**src/rtl/rxah64_pkg.sv**
```systemverilog
// Package for the rotate-xor-add 64-bit hash block.
// Holds request codes, state reset constants, command/status structs and the mix function.
// No dependencies.
`timescale 1ns / 1ps
`default_nettype none

package rxah64_pkg;

    // Request codes carried by req_type.
    localparam logic [1:0] REQ_ABSORB        = 2'd0;
    localparam logic [1:0] REQ_ABSORB_FINISH = 2'd1;
    localparam logic [1:0] REQ_FINISH        = 2'd2;

    // Initial values of the mixing state and the padding marker.
    localparam logic [31:0] INIT_A   = 32'h243F6A88;
    localparam logic [31:0] INIT_B   = 32'h85A308D3;
    localparam logic [7:0]  PAD_MARK = 8'h80;

    // Commands from the controller to the datapath.
    typedef struct packed {
        logic absorb;    // take data_byte into the current block
        logic mix_pad;   // mix the partial word with the pad marker
        logic mix_zero;  // mix an all-zero word
        logic finish;    // capture the hash and return the state to reset
    } cmd_t;

    // Status from the datapath to the controller.
    typedef struct packed {
        logic       pos_lt16;  // block position is in the mixed half
        logic       pos_gt27;  // block position leaves no room for the length
        logic [1:0] word_idx;  // index of the word holding the position
    } status_t;

    // One rotate-xor-add step; returns {a_new, b_new}.
    function automatic logic [63:0] mix_word(input logic [31:0] a,
                                             input logic [31:0] b,
                                             input logic [31:0] w);
        logic [31:0] ax;
        logic [31:0] bw;
        logic [31:0] a_new;
        logic [31:0] b_new;
        ax    = a ^ w;
        bw    = b + w;
        a_new = {ax[26:0], ax[31:27]} + b;
        b_new = {bw[20:0], bw[31:21]} ^ a_new;
        return {a_new, b_new};
    endfunction

endpackage

`default_nettype wire

```
**src/rtl/rotate_xor_add_hash64_top.sv**
```systemverilog
// Top level of the rotate-xor-add 64-bit hash block.
// A byte is accepted every cycle while the controller is idle; in_stall is held during a finish.
// A finish runs one padding step, up to four zero-word mixes in the single shared mix unit,
// and one result capture, which waits while the output is stalled.
// Reset returns the hash state to its initial values and clears the output.
// Depends on rxah64_pkg, rxah64_ctrl and rxah64_dp.
`timescale 1ns / 1ps
`default_nettype none

module rotate_xor_add_hash64_top (
    input  wire logic        clk,
    input  wire logic        rst_n,
    input  wire logic        in_valid,
    output logic             in_stall,
    input  wire logic [1:0]  req_type,
    input  wire logic [7:0]  data_byte,
    output logic             out_valid,
    input  wire logic        out_stall,
    output logic [63:0]      hash_value
);

    rxah64_pkg::cmd_t    cmd;
    rxah64_pkg::status_t status;

    // Controller.
    rxah64_ctrl u_ctrl (
        .clk       (clk),
        .rst_n     (rst_n),
        .in_valid  (in_valid),
        .in_stall  (in_stall),
        .req_type  (req_type),
        .out_valid (out_valid),
        .out_stall (out_stall),
        .status    (status),
        .cmd       (cmd)
    );

    // Datapath.
    rxah64_dp u_dp (
        .clk        (clk),
        .rst_n      (rst_n),
        .cmd        (cmd),
        .data_byte  (data_byte),
        .status     (status),
        .hash_value (hash_value)
    );

endmodule

`default_nettype wire

```
**src/rtl/rxah64_dp.sv**
```systemverilog
// Datapath of the rotate-xor-add 64-bit hash block.
// Holds the mixing state, block position, partial word and the result register.
// Depends on rxah64_pkg.
`timescale 1ns / 1ps
`default_nettype none

module rxah64_dp (
    input  wire logic              clk,
    input  wire logic              rst_n,
    input  wire rxah64_pkg::cmd_t  cmd,
    input  wire logic [7:0]        data_byte,
    output rxah64_pkg::status_t    status,
    output logic [63:0]            hash_value
);

    logic [31:0] a_reg;
    logic [31:0] a_next;
    logic [31:0] b_reg;
    logic [31:0] b_next;
    logic [4:0]  pos_reg;
    logic [4:0]  pos_next;
    logic [23:0] partial_reg;
    logic [23:0] partial_next;
    logic [63:0] hash_reg;
    logic [63:0] hash_next;

    logic [1:0]  lane;
    logic [31:0] mix_in;
    logic        do_mix;
    logic [63:0] mix_out;
    logic [31:0] pad_word;

    assign lane = pos_reg[1:0];

    // Status toward the controller.
    assign status.pos_lt16 = (pos_reg[4] == 1'b0);
    assign status.pos_gt27 = (pos_reg > 5'd27);
    assign status.word_idx = pos_reg[3:2];

    // Partial word closed with the pad marker at the current lane.
    assign pad_word = {8'h00, partial_reg} | ({24'h000000, rxah64_pkg::PAD_MARK} << {lane, 3'b000});

    // Select the word to mix and whether a mix happens this cycle.
    always_comb
    begin
        mix_in = 32'h0;
        do_mix = 1'b0;
        if (cmd.absorb && status.pos_lt16 && (lane == 2'd3))
        begin
            mix_in = {data_byte, partial_reg};
            do_mix = 1'b1;
        end
        else if (cmd.mix_pad)
        begin
            mix_in = pad_word;
            do_mix = 1'b1;
        end
        else if (cmd.mix_zero)
        begin
            do_mix = 1'b1;
        end
    end

    assign mix_out = rxah64_pkg::mix_word(a_reg, b_reg, mix_in);

    // Next-state logic for the hash state.
    always_comb
    begin
        a_next       = a_reg;
        b_next       = b_reg;
        pos_next     = pos_reg;
        partial_next = partial_reg;
        hash_next    = hash_reg;
        if (do_mix)
        begin
            a_next = mix_out[63:32];
            b_next = mix_out[31:0];
        end
        if (cmd.absorb)
        begin
            pos_next = pos_reg + 5'd1;
            if (status.pos_lt16)
            begin
                if (lane == 2'd3)
                begin
                    partial_next = 24'h0;
                end
                else
                begin
                    partial_next = partial_reg | ({16'h0000, data_byte} << {lane, 3'b000});
                end
            end
        end
        if (cmd.finish)
        begin
            hash_next    = {a_reg ^ {b_reg[28:0], b_reg[31:29]}, b_reg};
            a_next       = rxah64_pkg::INIT_A;
            b_next       = rxah64_pkg::INIT_B;
            pos_next     = 5'd0;
            partial_next = 24'h0;
        end
    end

    // State registers.
    always_ff @(posedge clk or negedge rst_n)
    begin
        if (!rst_n)
        begin
            a_reg       <= rxah64_pkg::INIT_A;
            b_reg       <= rxah64_pkg::INIT_B;
            pos_reg     <= 5'd0;
            partial_reg <= 24'h0;
        end
        else
        begin
            a_reg       <= a_next;
            b_reg       <= b_next;
            pos_reg     <= pos_next;
            partial_reg <= partial_next;
        end
    end

    // Result register; qualified by the controller's valid flag.
    always_ff @(posedge clk or negedge rst_n)
    begin
        if (!rst_n)
        begin
            hash_reg <= 64'h0;
        end
        else
        begin
            hash_reg <= hash_next;
        end
    end

    assign hash_value = hash_reg;

endmodule

`default_nettype wire

```
**src/rtl/rxah64_ctrl.sv**
```systemverilog
// Controller of the rotate-xor-add 64-bit hash block.
// Runs the input handshake, the finishing sequence and the output valid flag.
// Depends on rxah64_pkg.
`timescale 1ns / 1ps
`default_nettype none

module rxah64_ctrl (
    input  wire logic                 clk,
    input  wire logic                 rst_n,
    input  wire logic                 in_valid,
    output logic                      in_stall,
    input  wire logic [1:0]           req_type,
    output logic                      out_valid,
    input  wire logic                 out_stall,
    input  wire rxah64_pkg::status_t  status,
    output rxah64_pkg::cmd_t          cmd
);

    typedef enum logic [3:0] {
        S_IDLE = 4'b0001,
        S_PAD  = 4'b0010,
        S_ZERO = 4'b0100,
        S_DONE = 4'b1000
    } state_t;

    state_t      state_reg;
    state_t      state_next;
    logic [2:0]  zcnt_reg;
    logic [2:0]  zcnt_next;
    logic        out_valid_reg;
    logic        out_valid_next;
    logic        in_take;
    logic        out_free;

    assign in_stall  = (state_reg != S_IDLE);
    assign in_take   = in_valid && !in_stall;
    assign out_valid = out_valid_reg;
    assign out_free  = !out_valid_reg || !out_stall;

    // Sequencing of absorb and finish transactions.
    always_comb
    begin
        state_next     = state_reg;
        zcnt_next      = zcnt_reg;
        cmd            = '0;
        out_valid_next = out_valid_reg && out_stall;
        unique case (state_reg)
            S_IDLE:
            begin
                if (in_take)
                begin
                    case (req_type)
                        rxah64_pkg::REQ_ABSORB:
                        begin
                            cmd.absorb = 1'b1;
                        end
                        rxah64_pkg::REQ_ABSORB_FINISH:
                        begin
                            cmd.absorb = 1'b1;
                            state_next = S_PAD;
                        end
                        rxah64_pkg::REQ_FINISH:
                        begin
                            state_next = S_PAD;
                        end
                        default:
                        begin
                            state_next = S_IDLE;
                        end
                    endcase
                end
            end
            S_PAD:
            begin
                if (status.pos_lt16)
                begin
                    cmd.mix_pad = 1'b1;
                    zcnt_next   = {1'b0, 2'd3 - status.word_idx};
                    state_next  = (status.word_idx == 2'd3) ? S_DONE : S_ZERO;
                end
                else if (status.pos_gt27)
                begin
                    zcnt_next  = 3'd4;
                    state_next = S_ZERO;
                end
                else
                begin
                    state_next = S_DONE;
                end
            end
            S_ZERO:
            begin
                cmd.mix_zero = 1'b1;
                zcnt_next    = zcnt_reg - 3'd1;
                if (zcnt_reg == 3'd1)
                begin
                    state_next = S_DONE;
                end
            end
            S_DONE:
            begin
                if (out_free)
                begin
                    cmd.finish     = 1'b1;
                    out_valid_next = 1'b1;
                    state_next     = S_IDLE;
                end
            end
            default:
            begin
                state_next = S_IDLE;
            end
        endcase
    end

    // Control registers.
    always_ff @(posedge clk or negedge rst_n)
    begin
        if (!rst_n)
        begin
            state_reg     <= S_IDLE;
            zcnt_reg      <= 3'd0;
            out_valid_reg <= 1'b0;
        end
        else
        begin
            state_reg     <= state_next;
            zcnt_reg      <= zcnt_next;
            out_valid_reg <= out_valid_next;
        end
    end

endmodule

`default_nettype wire
```
**config.mk**
```make
export PLATFORM = sky130hd
export DESIGN_NAME = rotate_xor_add_hash64_top
export DESIGN_NICKNAME = d
export VERILOG_FILES = /design/src/rtl/rxah64_pkg.sv /design/src/rtl/rotate_xor_add_hash64_top.sv /design/src/rtl/rxah64_dp.sv /design/src/rtl/rxah64_ctrl.sv
export SDC_FILE = /design/constraint.sdc
export NUM_CORES = 1
export LEC_CHECK = 0
export BUFFER_PORTS_ARGS = -buffer_cell sky130_fd_sc_hd__buf_2
export CAP_MARGIN = 20
export CORE_MARGIN = 3
export CORE_UTILIZATION = 35
export DETAILED_ROUTE_END_ITERATION = 6
export GPL_TIMING_DRIVEN = 0
export RECOVER_POWER = 25
export SLEW_MARGIN = 0
export SYNTH_ARGS = -nofsm -noshare
export SYNTH_HDL_FRONTEND = slang
export SYNTH_SLANG_ARGS = --single-unit
```
**constraint.sdc**
```tcl
create_clock -name clk -period 5.65 [get_ports clk]
set_clock_uncertainty 0.2 [all_clocks]
set_input_delay 0.565 -clock clk [delete_from_list [all_inputs] [get_ports clk]]
set_output_delay 0.565 -clock clk [all_outputs]
set_load 0.02 [all_outputs]
```
### Word level (Yosys, flattened, before mapping)

Cells that the tools add are included.

| word-level totals | value |
|---|---|
| register bits | 165 |
| input bits | 14 |
| output and inout bits | 66 |
| logic and storage cells | 91 |

| cells by class | value |
|---|---|
| add/subtract/negate cells | 5 |
| $lt $le $gt $ge | 1 |
| eq/ne operators | 16 |
| shifts and indexed selects | 2 |
| muxes and demuxes | 36 |
| bitwise gates (word level) | 6 |
| reductions and logical operators | 17 |

Operator list:

| kind | number |
|---|---|
| $mux W32 | 6 |
| $mux W24 | 4 |
| $xor A32 B32 Y32 | 3 |
| $add A32 B32 Y32 | 2 |
| $or A24 B32 Y32 | 1 |
| $shl A8 B5 Y32 const A | 1 |
| $mux W4 | 6 |
| $or A24 B24 Y24 | 1 |
| $shl A8 B5 Y24 | 1 |
| $pmux W4 S4 | 1 |
| $mux W1 | 13 |
| $mux W5 | 2 |
| $pmux W4 S2 | 1 |
| $eq A2 B2 Y1 const B | 3 |
| $mux W3 | 2 |
| $ne A2 B1 Y1 const B | 3 |
| $pmux W3 S2 | 1 |
| $reduce_bool A2 Y1 | 3 |
| $add A5 B1 Y5 const B | 1 |
| $gt A5 B5 Y1 const B | 1 |
| $eq A4 B1 Y1 const B | 1 |
| $eq A4 B2 Y1 const B | 1 |
| $eq A4 B3 Y1 const B | 1 |
| $eq A4 B4 Y1 const B | 1 |
| other kinds (15) | 23 |

### Logic depth before layout (Yosys ltp)

| logic depth | value |
|---|---|
| word-level depth | 13 |
| gate-level depth with buffers | 19 |
| gate-level depth less buffers | 17 |

### Modules after synthesis

Synthesis repeated with hierarchy kept, for this count alone.

| unflattened totals | value |
|---|---|
| cell total of the unflattened synthesis | 1,138 |
| area total of the unflattened synthesis | 10,775.3 um2 |

By module, submodules not included:

| module | times used | cells each | area an instance (um2) | seq. area each (um2) |
|---|---|---|---|---|
| rxah64_dp | 1 | 1,085 | 10,223.6 | 3,962.6 |
| rxah64_ctrl | 1 | 53 | 551.8 | 201.4 |

### Least setup slack after synthesis

No wires, ideal clock.

| timing path | value |
|---|---|
| path type | flip-flop to flip-flop |
| from | reg u_ctrl.state_reg[0] |
| to | reg u_dp.b_reg[30] |
| setup time | 121 ps |
| arrival time | 4,437 ps |
| data required time | 5,329 ps |
| setup slack | 892 ps |
| stages on the path, launching flop included | 17 |
| buffers on the path | 2 |
| clock period less this slack | 4,758 ps |
| path through | dfstp_2 -> or4b_1 -> buf_2 -> or3_4 -> o21ai_2 -> clkbuf_1 -> and2_1 -> xor2_1 -> ha_1 -> a21o_1 -> or3_4 -> o21a_4 -> a2111oi_4 -> nor3_1 -> nor3_2 -> xnor3_1 -> a22o_1 |

| on the way | value |
|---|---|
| word-level cells in the longest chain between the ends | 13 |
| elaborated cells between the ends (all ways) | 26 |
| those cells by class | add/sub (2); eq/ne (5); mux (12); bitwise (2); reduce/logical (5) |

RTL lines:

| what | line | source |
|---|---|---|
| start: declaration | rxah64_ctrl.sv:26 | `state_t state_reg;` |
| start signal: assignment | rxah64_ctrl.sv:127 | `state_reg <= state_next;` |
| $ne A4 B1 Y1 * | rxah64_ctrl.sv:35 | `assign in_stall = (state_reg != S_IDLE);` |
| net in_stall | rotate_xor_add_hash64_top.sv:14 | `output logic in_stall,` |
| $logic_not A1 Y1 * | rxah64_ctrl.sv:36 | `assign in_take = in_valid && !in_stall;` |
| $logic_and A1 B1 Y1 * | rxah64_ctrl.sv:36 |  |
| $mux W1 * | rxah64_ctrl.sv:50 | `if (in_take)` |
| $mux W1 * | rxah64_ctrl.sv:47 | `unique case (state_reg)` |
| $logic_and A1 B1 Y1 * (2 in a row) | rxah64_dp.sv:48 | `if (cmd.absorb && status.pos_lt16 && (lane == 2'd3))` |
| $mux W32 | rxah64_dp.sv:48 |  |
| $xor A32 B32 Y32 | rxah64_pkg.sv:42 | `ax = a ^ w;` |
| $add A32 B32 Y32 | rxah64_pkg.sv:44 | `a_new = {ax[26:0], ax[31:27]} + b;` |
| $xor A32 B32 Y32 | rxah64_pkg.sv:45 | `b_new = {bw[20:0], bw[31:21]} ^ a_new;` |
| $mux W32 | rxah64_dp.sv:74 | `if (do_mix)` |
| $mux W32 | rxah64_dp.sv:94 | `if (cmd.finish)` |
| end signal: assignment | rxah64_dp.sv:110 | `b_reg <= rxah64_pkg::INIT_B;` |
| end signal: assignment | rxah64_dp.sv:117 | `b_reg <= b_next;` |
| end: declaration | rxah64_dp.sv:18 | `logic [31:0] b_reg;` |

Mark *: on every way through the listed nets, which the timed path passes. The rest lies on a longest branch. The select of a mux whose other input is x is not followed.
A chain may end at the register's enable or synchronous reset.

### Worst setup path after layout

| timing path | value |
|---|---|
| from | reg u_ctrl.state_reg[0] |
| to | reg u_dp.b_reg[30] |

| on the way | value |
|---|---|
| word-level cells in the longest chain between the ends | 13 |
| elaborated cells between the ends (all ways) | 26 |
| those cells by class | add/sub (2); eq/ne (5); mux (12); bitwise (2); reduce/logical (5) |

RTL lines:

| what | line |
|---|---|
| $ne A4 B1 Y1 | rxah64_ctrl.sv:35 |
| $logic_not A1 Y1 | rxah64_ctrl.sv:36 |
| $logic_and A1 B1 Y1 | rxah64_ctrl.sv:36 |
| $mux W1 | rxah64_ctrl.sv:50 |
| $mux W1 | rxah64_ctrl.sv:47 |
| $logic_and A1 B1 Y1 (2 in a row) | rxah64_dp.sv:48 |
| $mux W32 | rxah64_dp.sv:48 |
| $xor A32 B32 Y32 | rxah64_pkg.sv:42 |
| $add A32 B32 Y32 | rxah64_pkg.sv:44 |
| $xor A32 B32 Y32 | rxah64_pkg.sv:45 |
| $mux W32 | rxah64_dp.sv:74 |
| $mux W32 | rxah64_dp.sv:94 |

Several ways; a longest one is shown, not always the timed one. The select of a mux whose other input is x is not followed.

==> run_results.csv <==
group,metric,value,unit
placement,hpwlAfterDp,27.5,mm
clocking,htreeDepth,4,
sta,period_needed,5440,ps
yosys,synth-seq-area-share,38.0,%
sta,slew_headroom,-153,%
setup_path,r2r_slack,210,ps
final_layout,drive_gt1_share,12.8,%
clocking,cts_buffer_depth,2,
pwr,pwr-share-comb,60.7,%
yosys,synth_seq_cells,165,
yosys,yosys-top-cells-count,"nand2_1 (210), dfrtp_1 (137), xnor2_1 (94)",
final_layout,multi_input_area,6500,sq um
yosys,synth_top_cell_by_area,"dfrtp_1",
floorplanning,rows,64,
global_route,overflow,0,
global_route,grt_usage,21.6,%
pwr,p_per_area,728,nW/um^2
detailed_routing,drtIter0Drc,769,
clocking,cts_inserted_buffers,17,
floorplanning,dieHeight,183,microns
global_route,grt_start_max_net_pins,85,
final_layout,design_area,12500,sq um
final_layout,fillers,3141,
final_layout,final_cells,1734,
status,violations,"max-capacitance violations, max-slew violations",
placement,place_congestion,0.977,
yosys,syn_inst,1224,
global_route,antenna_found_initial,0,
placement,dp.cells,1701,
yosys,synth_most_common_cell,"nand2_1",
sta,finalSetupViolations,0,
floorplanning,die_w,183,microns
worst_hold_path,hold_path_end,"u_ctrl.state_reg[0]$_DFFE_PN1P_",
sta,slew_violations,82,
detailed_routing,via_count,9314,
placement,placed_cell_area,11900,sq um
yosys,syn_nets,1316,
setup_path,rr_startpoint,"u_ctrl.state_reg[0]$_DFFE_PN1P_",
pwr,clkPwrFrac,12.8,%
detailed_routing,wl,35.6,mm
worst_hold_path,hold_start,"in_valid",
worst_hold_path,worstHoldPathType,"in2reg",
pwr,power_switching_share,49.1,%
sta,fmax,184,MHz
sta,hold_violations,0,
pwr,total_power,9080,uW
final_layout,seq_area,4160,sq um
floorplanning,pin_count,80,
detailed_routing,viasPerCell,5.37,
sta,fin_crit_sh,96.2,%
yosys,synth.distinct_cells,80,
yosys,postSynth.asyncResetShare,100,%
pwr,p_leak,0.00594,uW
floorplanning,start_util,35.7,%
pwr,p_seq_share,26.5,%
pwr,ir_worst_vdd,0.000239,V
setup_path,path_max_fanout,10,
final_layout,nets,1417,
yosys,synth_ff_type,"dfrtp_1",
status,outcome,"finished, violations left",
yosys,synth_top_area_share,31.3,%
pwr,p_int,4620,uW
final_layout,largest_register_ffs,64,
setup_path,cp-start-kind,"register",
setup_path,worstSetupPathType,"reg2reg",
final_layout,antennaDiodeCount,0,
detailed_routing,firstDrtPassIters,5,
yosys,syn-cell-area,11000,sq um
final_layout,area_growth,13.8,%
setup_path,cp.required,5790,ps
placement,io_buffers,79,
sta,tightest_slew,3790,ps
clocking,cts_root_buf,"clkbuf_16",
setup_path,ff2ff_path_depth,17,
floorplanning,core,30700,sq um
setup_path,crit_path_end_kind,"register",
job,cap_violations,1,
clocking,cts_tree,"yes",
global_route,first_global_vias,9037,
worst_hold_path,min_path_cells,4,
yosys,ys_warn_count,0,
yosys,synth-edff-count,0,
clocking,postCtsSetupBuffers,0,
detailed_routing,drc_errors,0,
setup_path,crit_arrival,5580,ps
clocking,worstSkewPairLatency,450,ps
clocking,path_clk_slew,80,ps
floorplanning,dieArea,33500,sq um
pwr,p_switching,4460,uW
clocking,clock_sinks,165,
sta,grt_setup_unrepaired,"no",
detailed_routing,wire_per_inst,20.5,microns
global_route,grt_pass1_wl,55.0,mm
yosys,synth_area_leaders,"dfrtp_1 (31%), ha_1 (8.7%), xnor2_1 (7.5%), nand2_1 (7.2%), dfstp_2 (6.7%)",
setup_path,rr_endpoint,"u_dp.b_reg[30]$_DFFE_PN0P_",
detailed_routing,antenna_left,0,
yosys,synth.avg_cell_area,8.96,sq um
[power by group through the flow]
| stage | Combinational [uW] | Clock [uW] | Sequential, uW |
|---|---|---|---|
| after floorplan | 3880 | 0 | 2450 |
| after global placement | 5420 | 0 | 2410 |
| after detailed placement | 5470 | 0 | 2430 |
| after CTS | 5510 | 1180 | 2410 |
| after global routing | 6080 | 1230 | 2480 |
| final | 5510 | 1160 | 2410 |
[cell families (layout without fill, tap and decap cells)]
| logic type | count (synthesis) | in the layout | synth area share [%] |
|---|---|---|---|
| AOI/OAI and AO/OA | 316 | 316 | 18.8 |
| xor gates and xnor gates | 149 | 149 | 12.2 |
| adders and majority gates | 78 | 78 | 9.04 |
| buffers and inverters | 77 | 191 | 2.85 |
| DFF | 165 | 165 | 38.0 |
| muxes | 6 | 6 | 0.571 |
| and+or+nand+nor | 433 | 433 | 18.5 |
[worst max-delay path, cell delays in order, from the launching register on]
cell	delay [ps]
dfstp_2	570
or4b_1	430
buf_2	200
or3_4	430
o21ai_2	140
clkbuf_2	250
and2_1	260
xor2_1	260
ha_1	300
a21o_1	180
a31oi_1	310
a211oi_2	190
o21a_4	280
a2111oi_4	450
nor3_1	130
nor3_2	280
xnor3_1	260
a22o_1	200
[worst max-delay path by stage]
stage                     slack [ps]                         end                       startpoint  cells past startpoint
after CTS                        150  u_dp.b_reg[30]$_DFFE_PN0P_  u_ctrl.state_reg[0]$_DFFE_PN1P_                     17
after floorplan                  890  u_dp.b_reg[30]$_DFFE_PN0P_  u_ctrl.state_reg[0]$_DFFE_PN1P_                     16
final                            210  u_dp.b_reg[30]$_DFFE_PN0P_  u_ctrl.state_reg[0]$_DFFE_PN1P_                     17
after global placement          -100  u_dp.b_reg[27]$_DFFE_PN0P_                      req_type[0]                     19
after global routing              30  u_dp.b_reg[30]$_DFFE_PN0P_  u_ctrl.state_reg[0]$_DFFE_PN1P_                     17
after detailed placement        -100  u_dp.b_reg[27]$_DFFE_PN0P_                      req_type[0]                     19
[routing by layer]
metal	global-route usage (%)	wire, microns	vias to the layer above
met4	6.12	877	0
li1	-	-	4471
met5	0	0	-
met2	34.3	16200	290
met3	3.35	2040	45
met1	30.7	16500	4508
[through the flow]
stage	hold WS, ps	TNS (ps)	worst slack [ps]	util (%)
floorplan	69.4	0	892	-
global placement	259	-102	-102	38.6
detailed placement	259	-98.9	-98.9	38.7
CTS	199	0	151	40.6
global route	215	0	31.9	40.6
finish	202	0	214	40.6
[cell usage in the layout (no fill, tap or decap), types with 6 or more instances in the layout]
| cell type | n |
|---|---|
| ha_1 | 76 |
| a31oi_1 | 9 |
| nand4_1 | 11 |
| xor2_1 | 52 |
| and3_1 | 8 |
| a22o_1 | 7 |
| o211ai_1 | 7 |
| inv_1 | 28 |
| nor2_1 | 84 |
| clkbuf_1 | 57 |
| clkbuf_16 | 17 |
| and2_1 | 31 |
| dfstp_2 | 28 |
| nand2b_1 | 9 |
| a211oi_1 | 6 |
| o21ai_0 | 85 |
| nand2_1 | 210 |
| a21oi_1 | 92 |
| xnor2_1 | 94 |
| nor3_1 | 20 |
| o31ai_1 | 9 |
| o22a_1 | 12 |
| dfrtp_1 | 137 |
| buf_2 | 65 |
| a21o_1 | 34 |
| o21a_1 | 7 |
| nand3_1 | 22 |
[final cells by class]
| cell class | count | share of cell area, % |
|---|---|---|
| clock inverters | 12 | 0.893 |
| clock buffers | 20 | 3.66 |
| plain buffers | 49 | 1.69 |
| inverters | 28 | 0.843 |
| repair buffers | 82 | 3.48 |
| well taps | 396 | 3.97 |
| flip-flops and latches | 165 | 33.4 |
| multi-input cells | 982 | 52.1 |
[what timing repair did]
action,CTS,global route
gates resized for setup,0,5
hold buffers,1,0
hold endpoints to repair,65,0
endpoints found under the setup margin,0,4
Note: power is estimated with default switching activity, not from simulation.
